<file path="src/rtl/yfra_pkg.sv">
// shared types, constants and helpers for the yuv frame rmse accumulator
package yfra_pkg;

	localparam int MAX_DIM = 4096;
	localparam int DIM_W = 13;
	localparam int SSD_W = 41;
	localparam int CNT_W = 25;
	localparam int RMSE_W = 16;
	localparam int TOTAL_W = 40;
	localparam int FRAMES_W = 24;
	localparam int DIV_W = SSD_W + 16;
	localparam int ROOT_STEPS = 29;
	localparam int DIV_CNT_W = 6;

	// floor(x / 3) as (x * DIV3_MUL) >> DIV3_SHIFT, exact for x below 2^19
	localparam logic [17:0] DIV3_MUL = 18'd174763;
	localparam int DIV3_SHIFT = 19;

	localparam logic [1:0] CFG_WIDTH = 2'd0;
	localparam logic [1:0] CFG_HEIGHT = 2'd1;
	localparam logic [1:0] CFG_CHROMA = 2'd2;

	localparam logic [1:0] FMT_420 = 2'd0;
	localparam logic [1:0] FMT_422 = 2'd1;

	localparam logic [1:0] PLANE_Y = 2'd0;
	localparam logic [1:0] PLANE_U = 2'd1;
	localparam logic [1:0] PLANE_V = 2'd2;

	typedef enum logic [3:0] {
		ST_ACC = 4'b0001,
		ST_DIV = 4'b0010,
		ST_ROOT = 4'b0100,
		ST_OUT = 4'b1000
	} yfra_state_t;

	typedef struct packed {
		logic clear_acc;
		logic start_div;
		logic div_step;
		logic start_root;
		logic root_step;
		logic finish_plane;
	} yfra_cmd_t;

	typedef struct packed {
		logic plane_end;
		logic last_plane;
	} yfra_status_t;

	function automatic logic [DIM_W-1:0] clamp_dim(input logic [DIM_W-1:0] v);
		if (v < DIM_W'(2))
			return DIM_W'(2);
		if (v > DIM_W'(MAX_DIM))
			return DIM_W'(MAX_DIM);
		return v;
	endfunction

endpackage

</file>
<file path="src/rtl/yfra_ctrl.sv">
// controller: sequences accumulate, divide, root and output per plane
module yfra_ctrl (
	input  logic                   clk,
	input  logic                   arst_n,
	input  logic                   in_fire,
	input  yfra_pkg::yfra_status_t status,
	input  logic                   out_free,
	output yfra_pkg::yfra_cmd_t    cmd,
	output logic                   busy
);
	import yfra_pkg::*;

	yfra_state_t state_q;
	logic [DIV_CNT_W-1:0] cnt_q;

	always_ff @(posedge clk or negedge arst_n) begin
		if (!arst_n) begin
			state_q <= ST_ACC;
			cnt_q <= '0;
		end else begin
			case (state_q)
				ST_ACC: begin
					if (in_fire && status.plane_end) begin
						state_q <= ST_DIV;
						cnt_q <= '0;
					end
				end
				ST_DIV: begin
					cnt_q <= cnt_q + 1'b1;
					if (cnt_q == DIV_CNT_W'(DIV_W - 1)) begin
						state_q <= ST_ROOT;
						cnt_q <= '0;
					end
				end
				ST_ROOT: begin
					cnt_q <= cnt_q + 1'b1;
					if (cnt_q == DIV_CNT_W'(ROOT_STEPS - 1))
						state_q <= ST_OUT;
				end
				ST_OUT: begin
					if (!status.last_plane || out_free)
						state_q <= ST_ACC;
				end
				default: state_q <= ST_ACC;
			endcase
		end
	end

	always_comb begin
		cmd = '0;
		cmd.start_div = (state_q == ST_ACC) && in_fire && status.plane_end;
		cmd.div_step = (state_q == ST_DIV);
		cmd.start_root = (state_q == ST_DIV) && (cnt_q == DIV_CNT_W'(DIV_W - 1));
		cmd.root_step = (state_q == ST_ROOT);
		cmd.finish_plane = (state_q == ST_OUT) && (!status.last_plane || out_free);
		cmd.clear_acc = cmd.start_div;
	end

	assign busy = (state_q != ST_ACC);
endmodule

</file>
<file path="src/rtl/yfra_dp.sv">
// datapath: ssd accumulation, restoring divider, bit-serial root, frame stats
module yfra_dp (
	input  logic                           clk,
	input  logic                           arst_n,
	input  logic                           in_fire,
	input  logic [7:0]                     orig_pixel,
	input  logic [7:0]                     eval_pixel,
	input  logic [yfra_pkg::DIM_W-1:0]     frame_width,
	input  logic [yfra_pkg::DIM_W-1:0]     frame_height,
	input  logic [1:0]                     chroma_format,
	input  yfra_pkg::yfra_cmd_t            cmd,
	output yfra_pkg::yfra_status_t         status,
	output logic                           res_load,
	output logic [yfra_pkg::RMSE_W-1:0]    luma_rmse,
	output logic [yfra_pkg::RMSE_W-1:0]    cb_rmse,
	output logic [yfra_pkg::RMSE_W-1:0]    cr_rmse,
	output logic [yfra_pkg::RMSE_W-1:0]    frame_rmse,
	output logic [yfra_pkg::TOTAL_W-1:0]   rmse_total,
	output logic [yfra_pkg::FRAMES_W-1:0]  frames_done
);
	import yfra_pkg::*;

	logic [SSD_W-1:0] ssd_q;
	logic [CNT_W-1:0] cnt_q;
	logic [1:0] plane_q;
	logic [RMSE_W-1:0] luma_q, cb_q;
	logic [TOTAL_W-1:0] sum_q;
	logic [FRAMES_W-1:0] frames_q;
	logic [CNT_W-1:0] size_q;
	logic [DIV_W-1:0] num_q, quo_q;
	logic [CNT_W:0] rem_q;
	logic [DIV_W+1:0] rad_q;
	logic [29:0] root_q;
	logic [31:0] racc_q;

	logic [7:0] diff;
	logic [15:0] sq;
	logic [SSD_W-1:0] ssd_next;
	logic [CNT_W-1:0] cnt_next, luma_size, size;
	logic [DIM_W-1:0] w, h;
	logic [CNT_W:0] rem_sh;
	logic [31:0] trial;
	logic [31:0] racc_sh;
	logic [RMSE_W-1:0] rmse;
	logic [RMSE_W+1:0] three_sum;
	logic [35:0] mean_prod;
	logic [RMSE_W-1:0] mean;
	logic [TOTAL_W:0] sum_next;

	assign diff = (orig_pixel > eval_pixel) ? orig_pixel - eval_pixel
		: eval_pixel - orig_pixel;
	assign sq = diff * diff;
	assign ssd_next = ssd_q + SSD_W'(sq);
	assign cnt_next = cnt_q + 1'b1;
	assign w = clamp_dim(frame_width);
	assign h = clamp_dim(frame_height);
	assign luma_size = CNT_W'(w) * CNT_W'(h);

	always_comb begin
		size = luma_size;
		if (plane_q != PLANE_Y) begin
			case (chroma_format)
				FMT_420: size = luma_size >> 2;
				FMT_422: size = CNT_W'(h) * CNT_W'(w >> 1);
				default: size = luma_size;
			endcase
		end
	end

	assign status.plane_end = (cnt_next >= size);
	assign status.last_plane = (plane_q == PLANE_V);

	// restoring divide, one quotient bit per cycle
	assign rem_sh = {rem_q[CNT_W-1:0], num_q[DIV_W-1]};
	// bit-serial root, two radicand bits per cycle
	assign racc_sh = {racc_q[29:0], rad_q[DIV_W+1:DIV_W]};
	assign trial = {root_q, 2'b01};
	assign rmse = root_q[RMSE_W-1:0];
	assign three_sum = {2'b00, luma_q} + {2'b00, cb_q} + {2'b00, rmse};
	// divide by three through a reciprocal multiply
	assign mean_prod = 36'(three_sum) * 36'(DIV3_MUL);
	assign mean = mean_prod[DIV3_SHIFT +: RMSE_W];
	assign sum_next = {1'b0, sum_q} + (TOTAL_W+1)'(mean);

	always_ff @(posedge clk or negedge arst_n) begin
		if (!arst_n) begin
			ssd_q <= '0;
			cnt_q <= '0;
			plane_q <= PLANE_Y;
			luma_q <= '0;
			cb_q <= '0;
			sum_q <= '0;
			frames_q <= '0;
		end else begin
			if (in_fire && !cmd.clear_acc) begin
				ssd_q <= ssd_next;
				cnt_q <= cnt_next;
			end else if (cmd.clear_acc) begin
				ssd_q <= '0;
				cnt_q <= '0;
			end
			if (cmd.finish_plane) begin
				case (plane_q)
					PLANE_Y: begin
						luma_q <= rmse;
						plane_q <= PLANE_U;
					end
					PLANE_U: begin
						cb_q <= rmse;
						plane_q <= PLANE_V;
					end
					default: begin
						plane_q <= PLANE_Y;
						sum_q <= sum_next[TOTAL_W] ? '1 : sum_next[TOTAL_W-1:0];
						if (frames_q != '1)
							frames_q <= frames_q + 1'b1;
					end
				endcase
			end
		end
	end

	always_ff @(posedge clk) begin
		if (cmd.start_div) begin
			num_q <= {ssd_next, 16'd0};
			size_q <= size;
			rem_q <= '0;
			quo_q <= '0;
		end else if (cmd.div_step) begin
			num_q <= num_q << 1;
			if (rem_sh >= {1'b0, size_q}) begin
				rem_q <= rem_sh - {1'b0, size_q};
				quo_q <= {quo_q[DIV_W-2:0], 1'b1};
			end else begin
				rem_q <= rem_sh;
				quo_q <= {quo_q[DIV_W-2:0], 1'b0};
			end
		end
		if (cmd.start_root) begin
			rad_q <= {1'b0, quo_q[DIV_W-2:0],
				(rem_sh >= {1'b0, size_q}) ? 1'b1 : 1'b0, quo_q[DIV_W-1]};
			root_q <= '0;
			racc_q <= '0;
		end else if (cmd.root_step) begin
			rad_q <= rad_q << 2;
			if (racc_sh >= trial) begin
				racc_q <= racc_sh - trial;
				root_q <= {root_q[28:0], 1'b1};
			end else begin
				racc_q <= racc_sh;
				root_q <= {root_q[28:0], 1'b0};
			end
		end
	end

	assign res_load = cmd.finish_plane && (plane_q == PLANE_V);
	assign luma_rmse = luma_q;
	assign cb_rmse = cb_q;
	assign cr_rmse = rmse;
	assign frame_rmse = mean;
	assign rmse_total = sum_next[TOTAL_W] ? '1 : sum_next[TOTAL_W-1:0];
	assign frames_done = (frames_q != '1) ? frames_q + 1'b1 : frames_q;
endmodule

</file>
<file path="src/rtl/yuv_frame_rmse_accumulator_unit.sv">
// top level: yuv frame rmse accumulator with stream ports and config port
// a plane-ending word passes through the divide, root and output states in turn
// throughput: one word per cycle inside a plane; input pauses at each plane end
// the divide loop and the bit-serial root set that pause
// output register frees the datapath, but a v plane end waits while it still holds a word
// reset: arst_n clears all counters, sums, plane index and config to defaults
module yuv_frame_rmse_accumulator_unit (
	input  logic                          clk,
	input  logic                          arst_n,
	input  logic                          cfg_we,
	input  logic [1:0]                    cfg_index,
	input  logic [yfra_pkg::DIM_W-1:0]    cfg_data,
	input  logic                          s_axis_tvalid,
	output logic                          s_axis_tready,
	input  logic [15:0]                   s_axis_tdata,  // orig_pixel, eval_pixel
	output logic                          m_axis_tvalid,
	input  logic                          m_axis_tready,
	// luma_rmse, cb_rmse, cr_rmse, frame_rmse, rmse_total, frames_done
	output logic [127:0]                  m_axis_tdata
);
	import yfra_pkg::*;

	logic [DIM_W-1:0] width_q, height_q;
	logic [1:0] chroma_q;
	yfra_cmd_t cmd;
	yfra_status_t status;
	logic busy, in_fire, res_load, out_free;
	logic [RMSE_W-1:0] luma_rmse, cb_rmse, cr_rmse, frame_rmse;
	logic [TOTAL_W-1:0] rmse_total;
	logic [FRAMES_W-1:0] frames_done;
	logic out_valid_q;
	logic [127:0] out_data_q;

	// config registers
	always_ff @(posedge clk or negedge arst_n) begin
		if (!arst_n) begin
			width_q <= DIM_W'(2);
			height_q <= DIM_W'(2);
			chroma_q <= FMT_420;
		end else if (cfg_we) begin
			case (cfg_index)
				CFG_WIDTH: width_q <= cfg_data;
				CFG_HEIGHT: height_q <= cfg_data;
				CFG_CHROMA: chroma_q <= cfg_data[1:0];
				default: ;
			endcase
		end
	end

	// input is taken only while accumulating
	assign s_axis_tready = !busy;
	assign in_fire = s_axis_tvalid && s_axis_tready;
	// output slot is free when empty or being drained
	assign out_free = !out_valid_q || m_axis_tready;

	yfra_ctrl u_ctrl (
		.clk(clk), .arst_n(arst_n), .in_fire(in_fire), .status(status),
		.out_free(out_free), .cmd(cmd), .busy(busy)
	);

	yfra_dp u_dp (
		.clk(clk), .arst_n(arst_n), .in_fire(in_fire),
		.orig_pixel(s_axis_tdata[7:0]), .eval_pixel(s_axis_tdata[15:8]),
		.frame_width(width_q), .frame_height(height_q), .chroma_format(chroma_q),
		.cmd(cmd), .status(status), .res_load(res_load),
		.luma_rmse(luma_rmse), .cb_rmse(cb_rmse), .cr_rmse(cr_rmse),
		.frame_rmse(frame_rmse), .rmse_total(rmse_total), .frames_done(frames_done)
	);

	// output register
	always_ff @(posedge clk or negedge arst_n) begin
		if (!arst_n)
			out_valid_q <= 1'b0;
		else if (res_load)
			out_valid_q <= 1'b1;
		else if (m_axis_tready)
			out_valid_q <= 1'b0;
	end

	always_ff @(posedge clk) begin
		if (res_load)
			out_data_q <= {frames_done, rmse_total, frame_rmse, cr_rmse,
				cb_rmse, luma_rmse};
	end

	assign m_axis_tvalid = out_valid_q;
	assign m_axis_tdata = out_data_q;
endmodule

</file>
<file path="config.mk">
export PLATFORM = sky130hd
export DESIGN_NAME = yuv_frame_rmse_accumulator_unit
export DESIGN_NICKNAME = d
export VERILOG_FILES = /design/src/rtl/yfra_pkg.sv /design/src/rtl/yfra_ctrl.sv /design/src/rtl/yfra_dp.sv /design/src/rtl/yuv_frame_rmse_accumulator_unit.sv
export SDC_FILE = /design/constraint.sdc
export NUM_CORES = 2
export LEC_CHECK = 0
export ABC_AREA = 1
export BUFFER_PORTS_ARGS = -buffer_cell sky130_fd_sc_hd__buf_4
export CAP_MARGIN = 20
export CORE_MARGIN = 2
export CORE_UTILIZATION = 30
export CTS_CLUSTER_SIZE = 14
export DETAILED_ROUTE_END_ITERATION = 7
export SLEW_MARGIN = 0
export SYNTH_ARGS = -nofsm -noshare
export SYNTH_HDL_FRONTEND = slang
export SYNTH_SLANG_ARGS = --single-unit
</file>
<file path="constraint.sdc">
create_clock -name clk -period 9.2 [get_ports clk]
set_clock_uncertainty 0.2 [all_clocks]
set_input_delay 2.76 -clock clk [delete_from_list [all_inputs] [get_ports clk]]
set_output_delay 2.76 -clock clk [all_outputs]
set_load 0.01 [all_outputs]
</file>
Yosys cells after proc, flatten, opt, wreduce, memory -nomap -nowiden
Index checks and enable logic that the tools add are counted.
Widths: inputs -> output; s select.
- add/sub/neg operators: 11
- multiply operators: 4
- divide/modulo/power cells: 0
- magnitude comparators: 8
- eq/ne operators: 17
- shifts and indexed selects: 0
- multiplexer cells: 43
- bitwise gates (word level): 1
- reductions and logical operators: 32
- operators by type and width (kind ; number):
    $mux 58 ; 2
    $mux 57 ; 2
    $mux 13 ; 8
    $mux 25 ; 4
    $mux 41 ; 2
    $pmux 25 s2 ; 1
    $add 40x16->41 ; 1
    $add 41x16->41 ; 1
    $mux 40 ; 1
    $mul 18x18->35 const B ; 1
    $ge 32x32->1 ; 1
    $mux 30 ; 1
    $sub 30x30->30 ; 1
    $ge 26x25->1 ; 1
    $gt 13x13->1 const B ; 2
    $lt 13x2->1 const B ; 2
    $add 25x1->25 const B ; 1
    $ge 25x25->1 ; 1
    $mul 13x12->25 ; 1
    $mul 13x13->25 ; 1
    $sub 25x25->25 ; 1
    $add 24x1->24 const B ; 1
    $mux 24 ; 1
    $ne 24x24->1 const B ; 1
    other kinds (33) ; 77
- bits in registers: 598
- latch bits: 0
- bits in writable memories: 0
- memory bits (read-only): 0
- input port bits: 36
- output and inout port bits: 130
- word-level logic and storage cells: 138
- memories: 0

Depth between registers and ports, before layout
- depth after elaboration: 13
- mapped depth: 47
- depth with buffers taken out: 47

Cells and area by module
Synthesis repeated with hierarchy kept, for this count alone.
- cell total of the unflattened synthesis: 6518
- area, all modules: 51538.2 sq um
- modules (own cells, without submodules) (module ; times used ; cells an instance ; area each (sq um) ; seq. area each (sq um)):
    yfra_dp ; 1 ; 6147 ; 45697.6 ; 10690.3
    yuv_frame_rmse_accumulator_unit ; 1 ; 263 ; 5072.4 ; 4571.9
    yfra_ctrl ; 1 ; 108 ; 768.2 ; 251.5

Worst setup path before layout
No wires, ideal clock.
- kind: input-to-reg
- from: input port m_axis_tready
- to: register out_data_q[0] (netlist: m_axis_tdata[0]), enable pin
- setup time: 0.617 ns
- arrival: 8.588 ns
- required time: 8.383 ns
- setup slack: -0.205 ns
- stages on the path: 5
- buffers on the path: 1
- cells stage by stage: nor4_1 -> nor2_1 -> nand2_1 -> clkbuf_1 -> nor2_1
- longest elaborated chain between the ends: 4
- RTL lines (element ; RTL line ; source):
    from (decl) ; yuv_frame_rmse_accumulator_unit.sv:17 ; input logic m_axis_tready,
    $logic_or 1x1->1 ; yuv_frame_rmse_accumulator_unit.sv:54 ; assign out_free = !out_valid_q || m_axis_tready;
    $logic_or 1x1->1 ; yfra_ctrl.sv:55 ; cmd.finish_plane = (state_q == ST_OUT) && (!status.last_plane || out_free);
    $logic_and 1x1->1 ; yfra_ctrl.sv:55 ;
    $logic_and 1x1->1 ; yfra_dp.sv:156 ; assign res_load = cmd.finish_plane && (plane_q == PLANE_V);
    via res_load ; yuv_frame_rmse_accumulator_unit.sv:27 ; logic busy, in_fire, res_load, out_free;
    to (signal assigned) ; yuv_frame_rmse_accumulator_unit.sv:82 ; out_data_q <= {frames_done, rmse_total, frame_rmse, cr_rmse,
    to (decl) ; yuv_frame_rmse_accumulator_unit.sv:32 ; logic [127:0] out_data_q;
The timed path passes the listed nets, and every way through them passes these cells.
A chain may end at the register's enable or synchronous reset.

Worst setup path in the final report
- from: register u_dp.luma_q[1] (netlist: u_dp.luma_rmse[1])
- to: register out_data_q[64] (netlist: m_axis_tdata[64]), data pin
- longest elaborated chain between the ends: 5
- RTL lines (element ; RTL line ; source):
    from (decl) ; yfra_dp.sv:26 ; logic [RMSE_W-1:0] luma_q, cb_q;
    from (signal assigned) ; yfra_dp.sv:105 ; luma_q <= rmse;
    $add 16x16->17 ; yfra_dp.sv:79 ; assign three_sum = {2'b00, luma_q} + {2'b00, cb_q} + {2'b00, rmse};
    $add 17x16->18 ; yfra_dp.sv:79 ;
    $mul 18x18->35 ; yfra_dp.sv:81 ; assign mean_prod = 36'(three_sum) * 36'(DIV3_MUL);
    via frame_rmse[13] ; yuv_frame_rmse_accumulator_unit.sv:28 ; logic [RMSE_W-1:0] luma_rmse, cb_rmse, cr_rmse, frame_rmse;
    $add 40x16->41 ; yfra_dp.sv:83 ; assign sum_next = {1'b0, sum_q} + (TOTAL_W+1)'(mean);
    $mux 40 ; -- ;
The timed path passes the listed nets, and every way through them passes these cells.

==> summary.txt <==
PortBufs = 165
Avg Cell Area, Syn = 7.64 um2
Cell variety after synth = 56
WL/cell = 15.8 um
hold path endpoint = u_dp.rad_q[58]
Max Clk Rate = 113 MHz
Setup crit start kind = flip-flop
first-pass detailed-route iteration total = 6
post-synthesis mux area share = 0
gr ovfl total = 0
vias in the first global route = 44600
PD cells = 219 mW/mm2
type of the most critical hold path = reg2reg
worst IR drop on VDD = 0.000486 V
placed cell area = 0.0573 mm2
hold path cells = 2
LEAKAGE = 31.3 nW
Post-route DRC = 0
adder-cell share of the synthesized area = 0.256
global-route wire length before repair = 243 mm
relative slew slack = 0.363
reg2reg setup slack = 380 ps
complex-gate fraction of the synthesized area = 0.0678
Core Area = 0.176 mm2
CP peak stage delay = 560 ps
reg2reg start = u_dp.luma_rmse[1]
row count = 154
outcome = complete, no violations
Crit-path slowest cell = fa_1
Critical Path RT = 9400 ps
Worst-Skew Late Latency = 680 ps
Mapped Cells = 6919
setup ws final = 384 ps
Detailed Route WL = 151 mm
Worst-Margin Slew = 955 ps
die height = 424 um
r2r endpoint = m_axis_tdata[64]
dpl hpwl = 120 mm
async set-reset flop share out of synthesis = 0.339
YS warnings = 0
clock-pin slew on the worst setup and hold paths = 60 ps
Post-Synth XOR/XNOR Area = 0.0230
clock tree from TritonCTS = yes
initial DRC count = 3078
hold_ws = 261 ps
via/cell ratio = 4.63
WP buf/inv = 6
vias after detailed routing = 44200
DP Worst Slack = 6.74 ps
layout cells sized above 1 = 0.0789
main combinational cell family by area after synthesis = adder cells
I/O pin count = 166
Tot Pwr = 13.2 mW
sequential fraction of the synthesis area = 0.293
H-tree levels = 3
chip width = 424 um
Reg2Reg Depth = 34
largest net degree at the start of global routing = 129
crit share post-route = 0.958
Die ar. = 0.180 mm2
antenna-violating nets left = 0
setup_tns = 0 ps
synthesis-to-finish area growth = 14.1%
design area = 0.0603 mm2
dominant synthesized flop cell = edfxtp_1
Max Slew Vio Count = 0
final net count = 8031
clk buf depth = 3
maxcap violations = 0
Syn Nets = 7802
beginning of the worst hold path = u_dp.rad_q[56]
Crit path max-delay family = adder cells
Tmin final = 8820 ps
crit path max fanout = 11
initial antenna violation count = 3
gpl congestion = 0.937
setup violators final = 0
CTS root buffer = clkbuf_16
gr usage total = 0.167
WS Path Type = reg2reg
number of synthesized flops with an enable pin = 252
total clock sinks = 598
CP most frequent cell = fa_1
Num CTS Buffers = 74
CP Capture Type = flip-flop
Arr. time, crit path = 9020 ps
simple-gate portion of the synthesized area = 0.241
count of state elements after synthesis = 598
initial core utilization = 0.301
Cell Area, Synth = 0.0529 mm2
Final Hold Viols = 0
[repair_timing]
action                     in CTS  in global routing
setup buffers                   0                 10
pin swaps                       0                 13
setup endpoints to repair       5                187
hold buffers                    0                  0
gates resized for setup         1                 81
[routing by layer]
| layer | up-vias | global-route usage | wire [um] |
|---|---|---|---|
| li1 | 22000 | - | - |
| met1 | 21200 | 0.226 | 69500 |
| met2 | 901 | 0.283 | 71100 |
| met3 | 178 | 0.0186 | 6280 |
| met4 | 0 | 0.0449 | 3780 |
| met5 | - | 0 | 0 |
[placed cells by master (no fill, tap or decap), drive strengths merged, types with 5 or more instances in the layout]
cell type | Yosys | layout
fa | 391 | 391
nor4 | 17 | 17
xnor2 | 45 | 45
nand4 | 109 | 109
xor2 | 94 | 94
clkinv | 5 | 31
o22ai | 71 | 71
dfxtp | 143 | 143
or2 | 18 | 18
a21boi | 8 | 8
nor3 | 56 | 56
o21a | 5 | 5
bufinv | 0 | 7
nand3b | 26 | 26
a22oi | 33 | 33
ha | 456 | 456
nand3 | 362 | 362
a21oi | 177 | 177
o211ai | 5 | 5
nor2 | 542 | 542
clkinvlp | 0 | 5
edfxtp | 252 | 252
nand2 | 1895 | 1895
o21ai | 313 | 313
inv | 1514 | 1517
dfrtp | 200 | 200
a21o | 6 | 6
clkbuf | 63 | 95
a31oi | 15 | 15
and2 | 12 | 12
buf | 57 | 273
o21bai | 12 | 12
[worst reg2reg max path: cells and delay by family (launching register included)]
family                     cells  cell delay (ps)
adders and majority gates     11             4950
and+or+nand+nor               12             1680
AOI/OAI and AO/OA              4              660
buffers and inverters          6              530
DFF                            1              410
xor gates and xnor gates       1              130
[cells by family after synthesis]
| logic type | after synthesis |
|---|---|
| simple gates | 3044 |
| buf+inv | 1639 |
| fa+ha+maj | 847 |
| compound gates | 652 |
| flops | 598 |
| xor+xnor | 139 |
[metrics by stage]
| stage | std cells | utilization |
|---|---|---|
| finish | 9549 | 0.344 |
| global route | 9549 | 0.344 |
| CTS | 9535 | 0.341 |
| detailed placement | 9399 | 0.326 |
| global placement | 9399 | 0.326 |
| floorplan | 6919 | - |
[cell usage after synthesis, drive strengths merged (2+ instances only)]
cell	count	area, um2
a31oi	15	93.8
dfstp	3	78.8
inv	1514	5680
nor2	542	2110
or2	18	113
o22ai	71	444
and3	3	18.8
edfxtp	252	7570
nand4	109	697
ha	456	5710
o211ai	5	37.5
o21ai	313	1570
and2	12	75.1
dfrtp	200	5000
o31ai	3	22.5
fa	391	7830
clkinv	5	18.8
xnor2	45	394
dfxtp	143	2860
nand3b	26	195
buf	57	339
a21oi	177	908
nor3b	4	46.3
a21boi	8	60.1
nor3	56	310
nor4	17	113
o21a	5	37.5
xor2	94	823
a211oi	2	15.0
a21o	6	45.0
nand3	362	1890
clkbuf	63	236
nand2	1895	7160
o21bai	12	90.1
a22oi	33	248
[layout make-up]
class,count,area [um2]
fill,18500,115000
multi-input combinational,4682,31400
sequential,598,15500
inverter,1519,5710
tap,2340,2930
timing repair buffer,273,2150
clock buffer,95,2060
clock inverter,41,488
antenna,1,2.50
[sequential cells by signal (all words and copies together), names as in the netlist, 24 cells and up]
| register | cells |
|---|---|
| u_dp.size_q | 25 |
| u_dp.frames_q | 24 |
| u_dp.rad_q | 59 |
| u_dp.rem_q | 25 |
| u_dp.num_q | 41 |
| u_dp.quo_q | 57 |
| u_dp.ssd_q | 41 |
| u_dp.cnt_q | 25 |
| u_dp.sum_q | 40 |
| u_dp.racc_q | 30 |
| m_axis_tdata | 128 |
| u_dp.root_q | 30 |
[power by group]
group          total, mW  internal (mW)  switching (mW)
logic               6.83           2.35            4.49
clock network       3.07           1.80            1.27
registers           3.28           3.11           0.167
total               13.2           7.26            5.92
[worst max-delay path by stage]
stage	start	to	cells after the start	slack [ps]
4_1_cts	u_dp.luma_rmse[1]	m_axis_tdata[75]	39	30
3_5_place_dp	u_dp.luma_rmse[1]	u_dp.sum_q[19]	40	7
6_report	u_dp.luma_rmse[1]	m_axis_tdata[64]	34	380
2_1_floorplan	u_dp.luma_rmse[3]	m_axis_tdata[80]	41	960
5_1_grt	u_dp.cb_rmse[3]	m_axis_tdata[64]	42	-30
3_3_place_gp	u_dp.luma_rmse[1]	u_dp.sum_q[17]	40	150
(Power assumes the default switching activity.)
